File: config.mk
export PLATFORM = sky130hd
export DESIGN_NAME = lockset_table_with_set_queries
export DESIGN_NICKNAME = d
export VERILOG_FILES = /design/src/design/lstq_pkg.sv /design/src/design/lstq_cell.sv /design/src/design/lockset_table_with_set_queries.sv
export SDC_FILE = /design/constraint.sdc
export NUM_CORES = 2
export LEC_CHECK = 0
export BUFFER_PORTS_ARGS = -buffer_cell sky130_fd_sc_hd__buf_2
export CAP_MARGIN = 10
export CORE_ASPECT_RATIO = 0.8
export CORE_UTILIZATION = 50
export DETAILED_ROUTE_END_ITERATION = 6
export PLACE_DENSITY = 0.7
export SYNTH_ARGS = -nofsm -noshare
export SYNTH_HDL_FRONTEND = slang
export SYNTH_SLANG_ARGS = --single-unit
File: constraint.sdc
create_clock -name i_clk -period 14.1 [get_ports i_clk]
set_input_delay 0.705 -clock i_clk [delete_from_list [all_inputs] [get_ports i_clk]]
set_output_delay 0.705 -clock i_clk [all_outputs]
set_load 0.1 [all_outputs]
File: src/design/lstq_pkg.sv
`timescale 1ns / 1ps

package lstq_pkg;

    localparam int DEF_SET_DEPTH = 16;
    localparam int DEF_ADDR_BITS = 64;

    localparam int KIND_W       = 2;
    localparam int IN_TDATA_W   = 64;
    localparam int HELD_COUNT_W = 5;
    localparam int OUT_TDATA_W  = 16;

    typedef enum logic [KIND_W-1:0] {
        KIND_ACQUIRE = 2'd0,
        KIND_RELEASE = 2'd1,
        KIND_QUERY   = 2'd2
    } t_kind;

    // per-beat command broadcast to every cell of the table
    typedef struct packed {
        logic push;   // append the key at the first free cell
        logic pull;   // drop the matching cell, later cells move down one
    } t_cell_ctl;

endpackage

File: src/design/lstq_cell.sv
`timescale 1ns / 1ps

module lstq_cell #(
    parameter int ADDR_BITS = lstq_pkg::DEF_ADDR_BITS,
    parameter int CNT_W     = 5,
    parameter int IDX       = 0
) (
    input  logic                 i_clk,
    input  lstq_pkg::t_cell_ctl  i_ctl,
    input  logic [ADDR_BITS-1:0] i_key,
    input  logic [CNT_W-1:0]     i_count,
    input  logic                 i_hit,
    output logic                 o_hit,
    input  logic [ADDR_BITS-1:0] i_next_addr,
    output logic [ADDR_BITS-1:0] o_addr
);
    import lstq_pkg::*;

    logic [ADDR_BITS-1:0] r_addr;
    logic                 w_valid;
    logic                 w_self_hit;

    // cells are kept packed, so occupancy follows from the fill count
    assign w_valid    = CNT_W'(IDX) < i_count;
    assign w_self_hit = w_valid && (r_addr == i_key);
    // hit anywhere at or below this cell
    assign o_hit      = i_hit || w_self_hit;
    assign o_addr     = r_addr;

    always_ff @(posedge i_clk) begin
        if (i_ctl.pull && o_hit) begin
            r_addr <= i_next_addr;
        end else if (i_ctl.push && (CNT_W'(IDX) == i_count)) begin
            r_addr <= i_key;
        end
    end

endmodule

File: src/design/lockset_table_with_set_queries.sv
`timescale 1ns / 1ps

// lockset table with streamed set queries
// input beats carry a lock address in tdata, the kind in tuser (acquire,
// release, query) and the end of a query run in tlast. every input beat gives
// exactly one output beat: held count, membership, dropped flag, and on the
// last beat of a query run the empty-intersection and equal-sets flags.
// the table is a chain of cells, one address each, all compared against the
// key at once; a release shifts the cells above the match down by one.
// each output beat is registered in the cycle after its input beat is taken;
// one beat per cycle is sustained while the receiver takes them: the output
// register frees as it is taken; cells compare, ripple hits, shift per beat.
// reset empties the table and clears the query counters; addresses in the
// cells are not cleared, only the fill count marks them used.
// when the receiver stalls, the output beat holds and o_s_tready drops until
// the beat is taken.
module lockset_table_with_set_queries #(
    parameter int SET_DEPTH = lstq_pkg::DEF_SET_DEPTH,
    parameter int ADDR_BITS = lstq_pkg::DEF_ADDR_BITS
) (
    input  logic                               i_clk,
    input  logic                               i_rst_n,
    input  logic                               i_s_tvalid,
    output logic                               o_s_tready,
    input  logic [lstq_pkg::IN_TDATA_W-1:0]    i_s_tdata,  // lock_addr
    input  logic [lstq_pkg::KIND_W-1:0]        i_s_tuser,  // kind
    input  logic                               i_s_tlast,  // run_last
    output logic                               o_m_tvalid,
    input  logic                               i_m_tready,
    // held_count[4:0], is_member, dropped, intersection_empty, sets_equal, zeros
    output logic [lstq_pkg::OUT_TDATA_W-1:0]   o_m_tdata,
    output logic                               o_m_tlast   // result_last
);
    import lstq_pkg::*;

    localparam int CNT_W  = $clog2(SET_DEPTH + 1);
    localparam int SEEN_W = $clog2(SET_DEPTH + 2);

    logic [CNT_W-1:0]     r_count, n_count;
    logic [SEEN_W-1:0]    r_seen, n_seen;
    logic [CNT_W-1:0]     r_hits, n_hits;

    logic                 r_out_valid;
    logic [OUT_TDATA_W-1:0] r_out_data, n_out_data;
    logic                 r_out_last, n_out_last;

    logic                 w_accept;
    logic [ADDR_BITS-1:0] w_key;
    t_cell_ctl            w_ctl;
    logic                 w_member;
    logic                 w_full;

    logic [SET_DEPTH:0]   w_hit_chain;
    logic [ADDR_BITS-1:0] w_cell_addr [SET_DEPTH];

    assign w_key    = i_s_tdata[ADDR_BITS-1:0];
    assign w_full   = (r_count == CNT_W'(SET_DEPTH));
    assign w_member = w_hit_chain[SET_DEPTH];
    assign w_accept = i_s_tvalid && o_s_tready;

    assign o_s_tready = !r_out_valid || i_m_tready;
    assign o_m_tvalid = r_out_valid;
    assign o_m_tdata  = r_out_data;
    assign o_m_tlast  = r_out_last;

    assign w_hit_chain[0] = 1'b0;

    for (genvar g = 0; g < SET_DEPTH; g++) begin : g_cell
        logic [ADDR_BITS-1:0] w_next;
        if (g == SET_DEPTH - 1) begin : g_top
            assign w_next = w_cell_addr[g];
        end else begin : g_mid
            assign w_next = w_cell_addr[g+1];
        end
        lstq_cell #(
            .ADDR_BITS (ADDR_BITS),
            .CNT_W     (CNT_W),
            .IDX       (g)
        ) u_cell (
            .i_clk       (i_clk),
            .i_ctl       (w_ctl),
            .i_key       (w_key),
            .i_count     (r_count),
            .i_hit       (w_hit_chain[g]),
            .o_hit       (w_hit_chain[g+1]),
            .i_next_addr (w_next),
            .o_addr      (w_cell_addr[g])
        );
    end

    always_comb begin
        logic dropped;
        logic inter_empty;
        logic equal;
        logic member_out;
        logic rlast;

        n_count     = r_count;
        n_seen      = r_seen;
        n_hits      = r_hits;
        w_ctl       = '0;
        dropped     = 1'b0;
        inter_empty = 1'b0;
        equal       = 1'b0;
        member_out  = 1'b0;
        rlast       = 1'b0;

        unique case (t_kind'(i_s_tuser))
            KIND_ACQUIRE: begin
                member_out = w_member;
                if (!w_member) begin
                    if (w_full) begin
                        dropped = 1'b1;
                    end else begin
                        w_ctl.push = w_accept;
                        n_count    = r_count + CNT_W'(1);
                    end
                end
            end
            KIND_RELEASE: begin
                member_out = w_member;
                if (w_member) begin
                    w_ctl.pull = w_accept;
                    n_count    = r_count - CNT_W'(1);
                end
            end
            KIND_QUERY: begin
                member_out = w_member;
                if (r_seen < SEEN_W'(SET_DEPTH + 1)) begin
                    n_seen = r_seen + SEEN_W'(1);
                end
                if (w_member && (r_hits < CNT_W'(SET_DEPTH))) begin
                    n_hits = r_hits + CNT_W'(1);
                end
                if (i_s_tlast) begin
                    rlast       = 1'b1;
                    inter_empty = (n_hits == '0);
                    equal       = (r_count != '0) && (SEEN_W'(r_count) == n_seen)
                                  && (SEEN_W'(n_hits) == n_seen);
                    n_seen      = '0;
                    n_hits      = '0;
                end
            end
            default: begin
            end
        endcase

        n_out_data = {(OUT_TDATA_W - HELD_COUNT_W - 4)'(0), equal, inter_empty,
                      dropped, member_out, HELD_COUNT_W'(n_count)};
        n_out_last = rlast;
    end

    always_ff @(posedge i_clk) begin
        if (!i_rst_n) begin
            r_count     <= '0;
            r_seen      <= '0;
            r_hits      <= '0;
            r_out_valid <= 1'b0;
        end else begin
            if (w_accept) begin
                r_count     <= n_count;
                r_seen      <= n_seen;
                r_hits      <= n_hits;
                r_out_valid <= 1'b1;
            end else if (i_m_tready) begin
                r_out_valid <= 1'b0;
            end
        end
    end

    always_ff @(posedge i_clk) begin
        if (w_accept) begin
            r_out_data <= n_out_data;
            r_out_last <= n_out_last;
        end
    end

    a_count_bound: assert property (@(posedge i_clk) disable iff (!i_rst_n)
        r_count <= CNT_W'(SET_DEPTH))
        else $error("fill count beyond table depth");

    a_hits_le_seen: assert property (@(posedge i_clk) disable iff (!i_rst_n)
        SEEN_W'(r_hits) <= r_seen)
        else $error("query hits exceed query items seen");

    a_run_end_clears: assert property (@(posedge i_clk) disable iff (!i_rst_n)
        w_accept && (i_s_tuser == KIND_QUERY) && i_s_tlast
        |=> (r_seen == '0) && (r_hits == '0))
        else $error("query counters not cleared after last beat");

    a_drop_only_full: assert property (@(posedge i_clk) disable iff (!i_rst_n)
        r_out_valid && r_out_data[HELD_COUNT_W+1]
        |-> (r_count == CNT_W'(SET_DEPTH)))
        else $error("dropped acquire while table not full");

    a_equal_not_empty: assert property (@(posedge i_clk) disable iff (!i_rst_n)
        r_out_valid && r_out_data[HELD_COUNT_W+3] |-> !r_out_data[HELD_COUNT_W+2])
        else $error("equal sets reported with empty intersection");

endmodule
After elaboration in Yosys (flattened, before gate mapping)
Index checks and enable logic that the tools add are counted.
Widths: inputs -> output; s select.
{ "totals": {"regBits": 1050, "input_bits": 71, "output_inout_bits": 19, "wordCells": 228} }
{ "classes": {"n_addsub": 4, "n_lt_le_gt_ge": 18, "n_eq_ne": 36, "muxes": 49, "bitwise_logic": 2, "reduce_logical": 94} }
{ "op_table": {"columns": ["op", "count"], "rows": [
  ["$mux 64", 30],
  ["$eq 64x64->1", 16],
  ["$logic_and 1x1->1", 52],
  ["$mux 5", 9],
  ["$eq 4x5->1 const A", 8],
  ["$lt 4x5->1 const A", 8],
  ["$reduce_bool 2->1", 16],
  ["$eq 3x5->1 const A", 4],
  ["$lt 3x5->1 const A", 4],
  ["$logic_or 1x1->1", 16],
  ["$add 5x1->5 const B", 3],
  ["$eq 2x5->1 const A", 2],
  ["$eq 5x5->1", 2],
  ["$logic_not 5->1", 2],
  ["$lt 1x5->1 const A", 2],
  ["$lt 2x5->1 const A", 2],
  ["$lt 5x5->1 const B", 2],
  ["$pmux 5 s2", 1],
  ["$mux 1", 9],
  ["$reduce_and 2->1", 3],
  ["$eq 1x5->1 const A", 1],
  ["$eq 5x5->1 const B", 1],
  ["$reduce_bool 5->1", 1],
  ["$sub 5x1->5 const B", 1],
  ["other kinds (7)", 8]
]} }

Longest topological paths before layout
{ "depth": {"ltp_word": 22, "ltp_mapped": 17} }

By module
A second synthesis with hierarchy kept.
{ "hier_totals": {"hier_cells": 9088, "area_unflattened_um2": 83516.3} }
{ "by_module_without_submodules": {"columns": ["mod", "instances", "cells_per_inst", "area_per_inst_um2", "seq_area_each_um2"], "rows": [
  ["lstq_cell at g_cell[15].u_cell", 1, 636, 5516.5, 1921.8],
  ["lstq_cell at g_cell[14].u_cell", 1, 598, 5181.2, 1921.8],
  ["lstq_cell at g_cell[10].u_cell", 1, 597, 5151.2, 1921.8],
  ["lstq_cell at g_cell[3].u_cell", 1, 543, 5112.4, 1921.8],
  ["lstq_cell at g_cell[8].u_cell", 1, 555, 5109.9, 1921.8],
  ["lstq_cell at g_cell[7].u_cell", 1, 554, 5103.6, 1921.8],
  ["lstq_cell at g_cell[2].u_cell", 1, 541, 5097.4, 1921.8],
  ["lstq_cell at g_cell[9].u_cell", 1, 546, 5088.6, 1921.8],
  ["lstq_cell at g_cell[6].u_cell", 1, 542, 5087.4, 1921.8],
  ["lstq_cell at g_cell[4].u_cell", 1, 547, 5084.9, 1921.8],
  ["lstq_cell at g_cell[11].u_cell", 1, 542, 5079.9, 1921.8],
  ["lstq_cell at g_cell[5].u_cell", 1, 542, 5073.6, 1921.8],
  ["lstq_cell at g_cell[1].u_cell", 1, 540, 5061.1, 1921.8],
  ["lstq_cell at g_cell[12].u_cell", 1, 542, 5046.1, 1921.8],
  ["3 more rows", null, null, null, null]
]} }

Worst setup path before layout
Ideal clock, no wire load.
{ "synth_path": {"path_type": "in2reg", "start": "input port i_s_tdata[48] in the netlist's numbering", "end": "register g_cell[9].u_cell.r_addr[0], enable pin", "setup_time_ns": 0.661, "arrival_time_ns": 9.395, "required_ns": 13.439, "slack_ns": 4.045, "cell_stages": 13, "path_buffers": 3, "cell_sequence": "buf_2 -> buf_4 -> buf_4 -> nor2b_1 -> nor3_1 -> nand2_1 -> nor4_1 -> a32o_1 -> nor4_2 -> nand2_2 -> nor2_1 -> nand3_1 -> o41ai_1"} }
{ "synth_between": {"elab_chain_len": 21, "word_cells_on_any_way": 54} }
{ "synth_lines": {"columns": ["element", "line", "rtl"], "rows": [
  ["from (decl)", "lockset_table_with_set_queries.sv:25", "input logic [lstq_pkg::IN_TDATA_W-1:0] i_s_tdata,"],
  ["$eq 64x64->1", "lstq_cell.sv:25", "assign w_self_hit = w_valid && (r_addr == i_key);"],
  ["$logic_and 1x1->1", "lstq_cell.sv:25", null],
  ["$logic_or 1x1->1 (15 in series)", "lstq_cell.sv:27", "assign o_hit = i_hit || w_self_hit;"],
  ["$mux 1, on equally long branches", "lockset_table_with_set_queries.sv:111, lockset_table_with_set_queries.sv:122", null],
  ["$mux 1", "lockset_table_with_set_queries.sv:108", "unique case (t_kind'(i_s_tuser))"],
  ["$logic_and 1x1->1, on equally long branches", "lstq_cell.sv:33, lstq_cell.sv:31", null],
  ["$reduce_bool 2->1 (no line) (*)", null, null],
  ["to (signal assigned)", "lstq_cell.sv:32", "r_addr <= i_next_addr;"],
  ["to (signal assigned)", "lstq_cell.sv:34", "r_addr <= i_key;"],
  ["to (decl)", "lstq_cell.sv:19", "logic [ADDR_BITS-1:0] r_addr;"]
]} }
Mark *: on every way between the ends. The rest lies on a longest branch, timed or not.
A chain may end at the register's enable or synchronous reset.

Final worst setup path
{ "layout_path": {"start": "register r_count[2]", "end": "register g_cell[3].u_cell.r_addr[31], enable pin"} }
{ "layout_between": {"elab_chain_len": 21, "word_cells_on_any_way": 57} }
{ "layout_lines": {"columns": ["element", "line", "rtl"], "rows": [
  ["from (decl)", "lockset_table_with_set_queries.sv:39", "logic [CNT_W-1:0] r_count, n_count;"],
  ["from (signal assigned)", "lockset_table_with_set_queries.sv:161", "r_count <= n_count;"],
  ["$lt 1x5->1", "lstq_cell.sv:24", "assign w_valid = CNT_W'(IDX) < i_count;"],
  ["$logic_and 1x1->1", "lstq_cell.sv:25", null],
  ["$logic_or 1x1->1 (15 in series)", "lstq_cell.sv:27", null],
  ["$mux 1, on equally long branches", "lockset_table_with_set_queries.sv:111, lockset_table_with_set_queries.sv:122", null],
  ["$mux 1", "lockset_table_with_set_queries.sv:108", null],
  ["$logic_and 1x1->1, on equally long branches", "lstq_cell.sv:33, lstq_cell.sv:31", null],
  ["$reduce_bool 2->1 (no line) (*)", null, null],
  ["to (signal assigned)", "lstq_cell.sv:32", null],
  ["to (signal assigned)", "lstq_cell.sv:34", null],
  ["to (decl)", "lstq_cell.sv:19", null]
]} }
Marks and branches as above.

==> metrics.txt <==
status=complete, but fails checks; failing checks=design-rule violations; PwrDens=between 100 and 150 mW/mm2; Port Buf Inserts=82; first-pass GRT wire length=343000 um; Required @ worst endpoint=14.47 ns; # rows=114; VDD IR-drop max=roughly 0.00010 V; core area=0.121 mm2; distinct cell type count after synthesis=83; max-slew violation count=0; worst path cell trace=buf_4 > nor3_1 > buf_4 > nor4_1 > nand4_1 > nor4_1 > a22oi_1 > nand4_1 > nand3b_1 > nand2_2 > a21oi_4 > buf_4 > o21bai_4 > buf_4; worst slew pin tran=1.25 ns; Total GRT Usage=40.1%; DRC violations left=9; P_leak=21.8 nW; hpwl dp=roughly 180000 um; EDFF count, synth=1034; FF-to-FF setup slack=7.84 ns; hold path startpoint=i_s_tvalid; CTS tree=yes; Num CTS Buffers=110; Worst setup SP type=register; Top cell by count, worst path=buf_4; Fin. Hold Viols=0; post-place setup slack=~7.4 ns; P&R area growth vs syn=8.22%; predominant post-synthesis flop cell=edfxtp_1; setup_tns=0 ns; CTS clk-pin slew, worst paths=0.06 ns; DR WL/cell=39.7 um; vias=44.1k; CP arrival=about 6.6 ns; fmax=roughly 0.16 GHz; RSZ-0062 raised after global routing=no; largest net degree at the start of global routing=85; Initial DRC Count=7953; Cell Area, Synth=0.0614 mm2; Yosys reg bits=around 1.1k; setup violators final=0; CP Class=reg2reg; Hold Path Class=in2reg; final hold slack=0.250 ns; setup ws final=7.84 ns; max_cap viols=0; ranking of synthesized cells by area=edfxtp_1 (51%), mux2_2 (7.9%), xnor2_1 (7.2%), xor2_1 (6.5%), mux2_4 (4.8%); Crit path max-delay family=buffers and inverters; WL final=about 260000 um; Synth Instances=approximately 4.8k; Critical Path Start=r_count[2]; clk sinks=1050; CTS HTree Levels=3; post-CTS sizing=0; CP max-delay cell=buf_4; sequential fraction of the synthesis area=roughly 50%; Initial Util=50.6%; # fillers=10.2k; gpl congestion=1.01; fin nets=4791; antenna violations before repair=25; ys async rst share=0%; WP buf/inv=4; Clock Skew=0.0519 ns; clock network latency to the later pin of the worst-skew pair=between 0.7 and 0.8 ns; IO Pins=90; top-area cell type share of the netlist area=50.5%; Via density=a little under 7; Tcrit/Tclk final=44.4%; share of cells above drive strength 1=21.9%; vias in the first global route=40.8k; CP Max Fanout=65; die height=around 320 um; largest area contributor in the netlist=edfxtp_1; Final min period=between 6 and 7 ns; CP endpoint kind=register; R2R Path Start=r_count[2]; 1st-pass router iterations=7; root buffer cell=clkbuf_16; Die Span X=394 um; clock buffer depth=3; hold buffers post-CTS=0; Avg Synthesized Cell Area=12.9 um2; die area=0.124 mm2; total power=a little over 7 mW; Ys Warns=0; Worst slew margin=16.4%; grt total ovfl=0; antenna viol nets, final=0; number of post-CTS setup repair buffers=0; CP peak stage delay=0.78 ns
-- registers in the layout, indices dropped and copies added, names as in the netlist --
name                  cells
g_cell.u_cell.o_addr   1024
o_m_tdata                 9
o_m_tlast                 1
o_m_tvalid                1
r_count                   5
r_hits                    5
r_seen                    5
-- area by class of cell --
cell class | count | area, um2 | area share, %
inverters | 62 | 233 | 0.350
diodes | 8 | 20.0 | 0.0301
clock buffers | 128 | 2820 | 4.24
clock inverters | 79 | 826 | 1.24
repair buffers | 202 | 1310 | 1.97
flip-flops and latches | 1050 | 31400 | 47.2
well taps | 1624 | 2030 | 3.06
multi-input cells | 3287 | 27900 | 41.9
-- power by group --
| part | internal [mW] | leakage, nW | total (mW) | switching, mW |
|---|---|---|---|---|
| combinational | 0.232 | 10.6 | 0.738 | 0.506 |
| clock | 1.70 | 1.77 | 3.06 | 1.36 |
| sequential | 3.44 | 9.44 | 3.44 | 0.00600 |
| total | 5.37 | 21.8 | 7.24 | 1.88 |
-- cells in the mapped netlist (8+ instances only) --
master	n
a21oi_1	25
nand4b_1	17
or3_1	16
o21bai_1	8
nor2_1	97
xor2_1	453
nand2b_1	109
nor2b_1	55
a211oi_1	8
xnor2_1	506
mux2_4	195
mux2i_1	12
nor3_1	45
a22oi_1	9
o22ai_1	15
or4_1	27
o21ai_0	103
nand2_1	187
clkbuf_1	88
edfxtp_1	1034
mux2_2	432
nand3_1	51
dfxtp_1	16
buf_4	77
buf_1	12
o2111ai_1	18
buf_2	149
a2111oi_0	9
mux2_1	240
buf_6	50
nand4_1	279
nor4b_1	14
inv_1	60
nor4_1	239
-- path summary, 6_finish.rpt --
| check | depth (start not counted) | end |
|---|---|---|
| hold reg to reg | 2 | o_m_tvalid |
| setup reg to reg | 14 | g_cell[3].u_cell.o_addr[31] |
| hold / removal | 3 | o_m_tvalid |
| setup / recovery | 14 | g_cell[3].u_cell.o_addr[31] |
-- per-layer routing --
metal	up-vias	GRT usage, %	part of all wire, %
li1	17700	-	-
met1	22400	58.1	41
met2	3582	54.0	39
met3	463	17.7	16
met4	14	9.80	2.8
met5	-	0.521	0.068
-- cell usage in the layout (no fill, tap or decap), types with 15 or more instances in the layout --
master,count
xnor2_1,506
edfxtp_1,1034
nand2b_1,109
o2111ai_1,18
mux2_4,195
or3_1,16
o22ai_1,15
nand4b_1,17
nor3_1,45
clkbuf_1,18
buf_2,82
buf_4,120
or4_1,27
nor2b_1,55
xor2_1,453
clkinv_2,25
clkinv_1,20
nand3_1,51
a21oi_1,24
nor4_1,239
mux2_1,240
inv_1,60
nand2_1,186
nand4_1,279
o21ai_0,99
clkbuf_16,110
nor2_1,93
mux2_2,432
dfxtp_1,16
-- logic make-up (layout without fill, tap and decap cells) --
kind of cell / Yosys count / after routing / synth area share, %
buffers and inverters: 438 / 471 / 4.06
muxes: 879 / 879 / 17.3
and+or+nand+nor: 1180 / 1180 / 11.0
adders and majority gates: 7 / 7 / 0.143
xor gates and xnor gates: 959 / 959 / 13.7
other: 1 / 15 / 0.00610
DFF: 1050 / 1050 / 51.1
AOI/OAI and AO/OA: 255 / 255 / 2.76
-- stage by stage --
stage | area (um2) | std cells | utilization [%]
after floorplan | 61500 | 4775 | -
after global placement | 62800 | 6225 | 51.8
after detailed placement | 62800 | 6225 | 51.8
after CTS | 66500 | 6432 | 54.8
after global routing | 66500 | 6433 | 54.8
final | 66500 | 6440 | 54.8
-- worst min-delay path: stages --
cell	delay (ns)
buf_2	0.10
inv_1	0.05
a21oi_1	0.05
(Power assumes the default switching activity.)
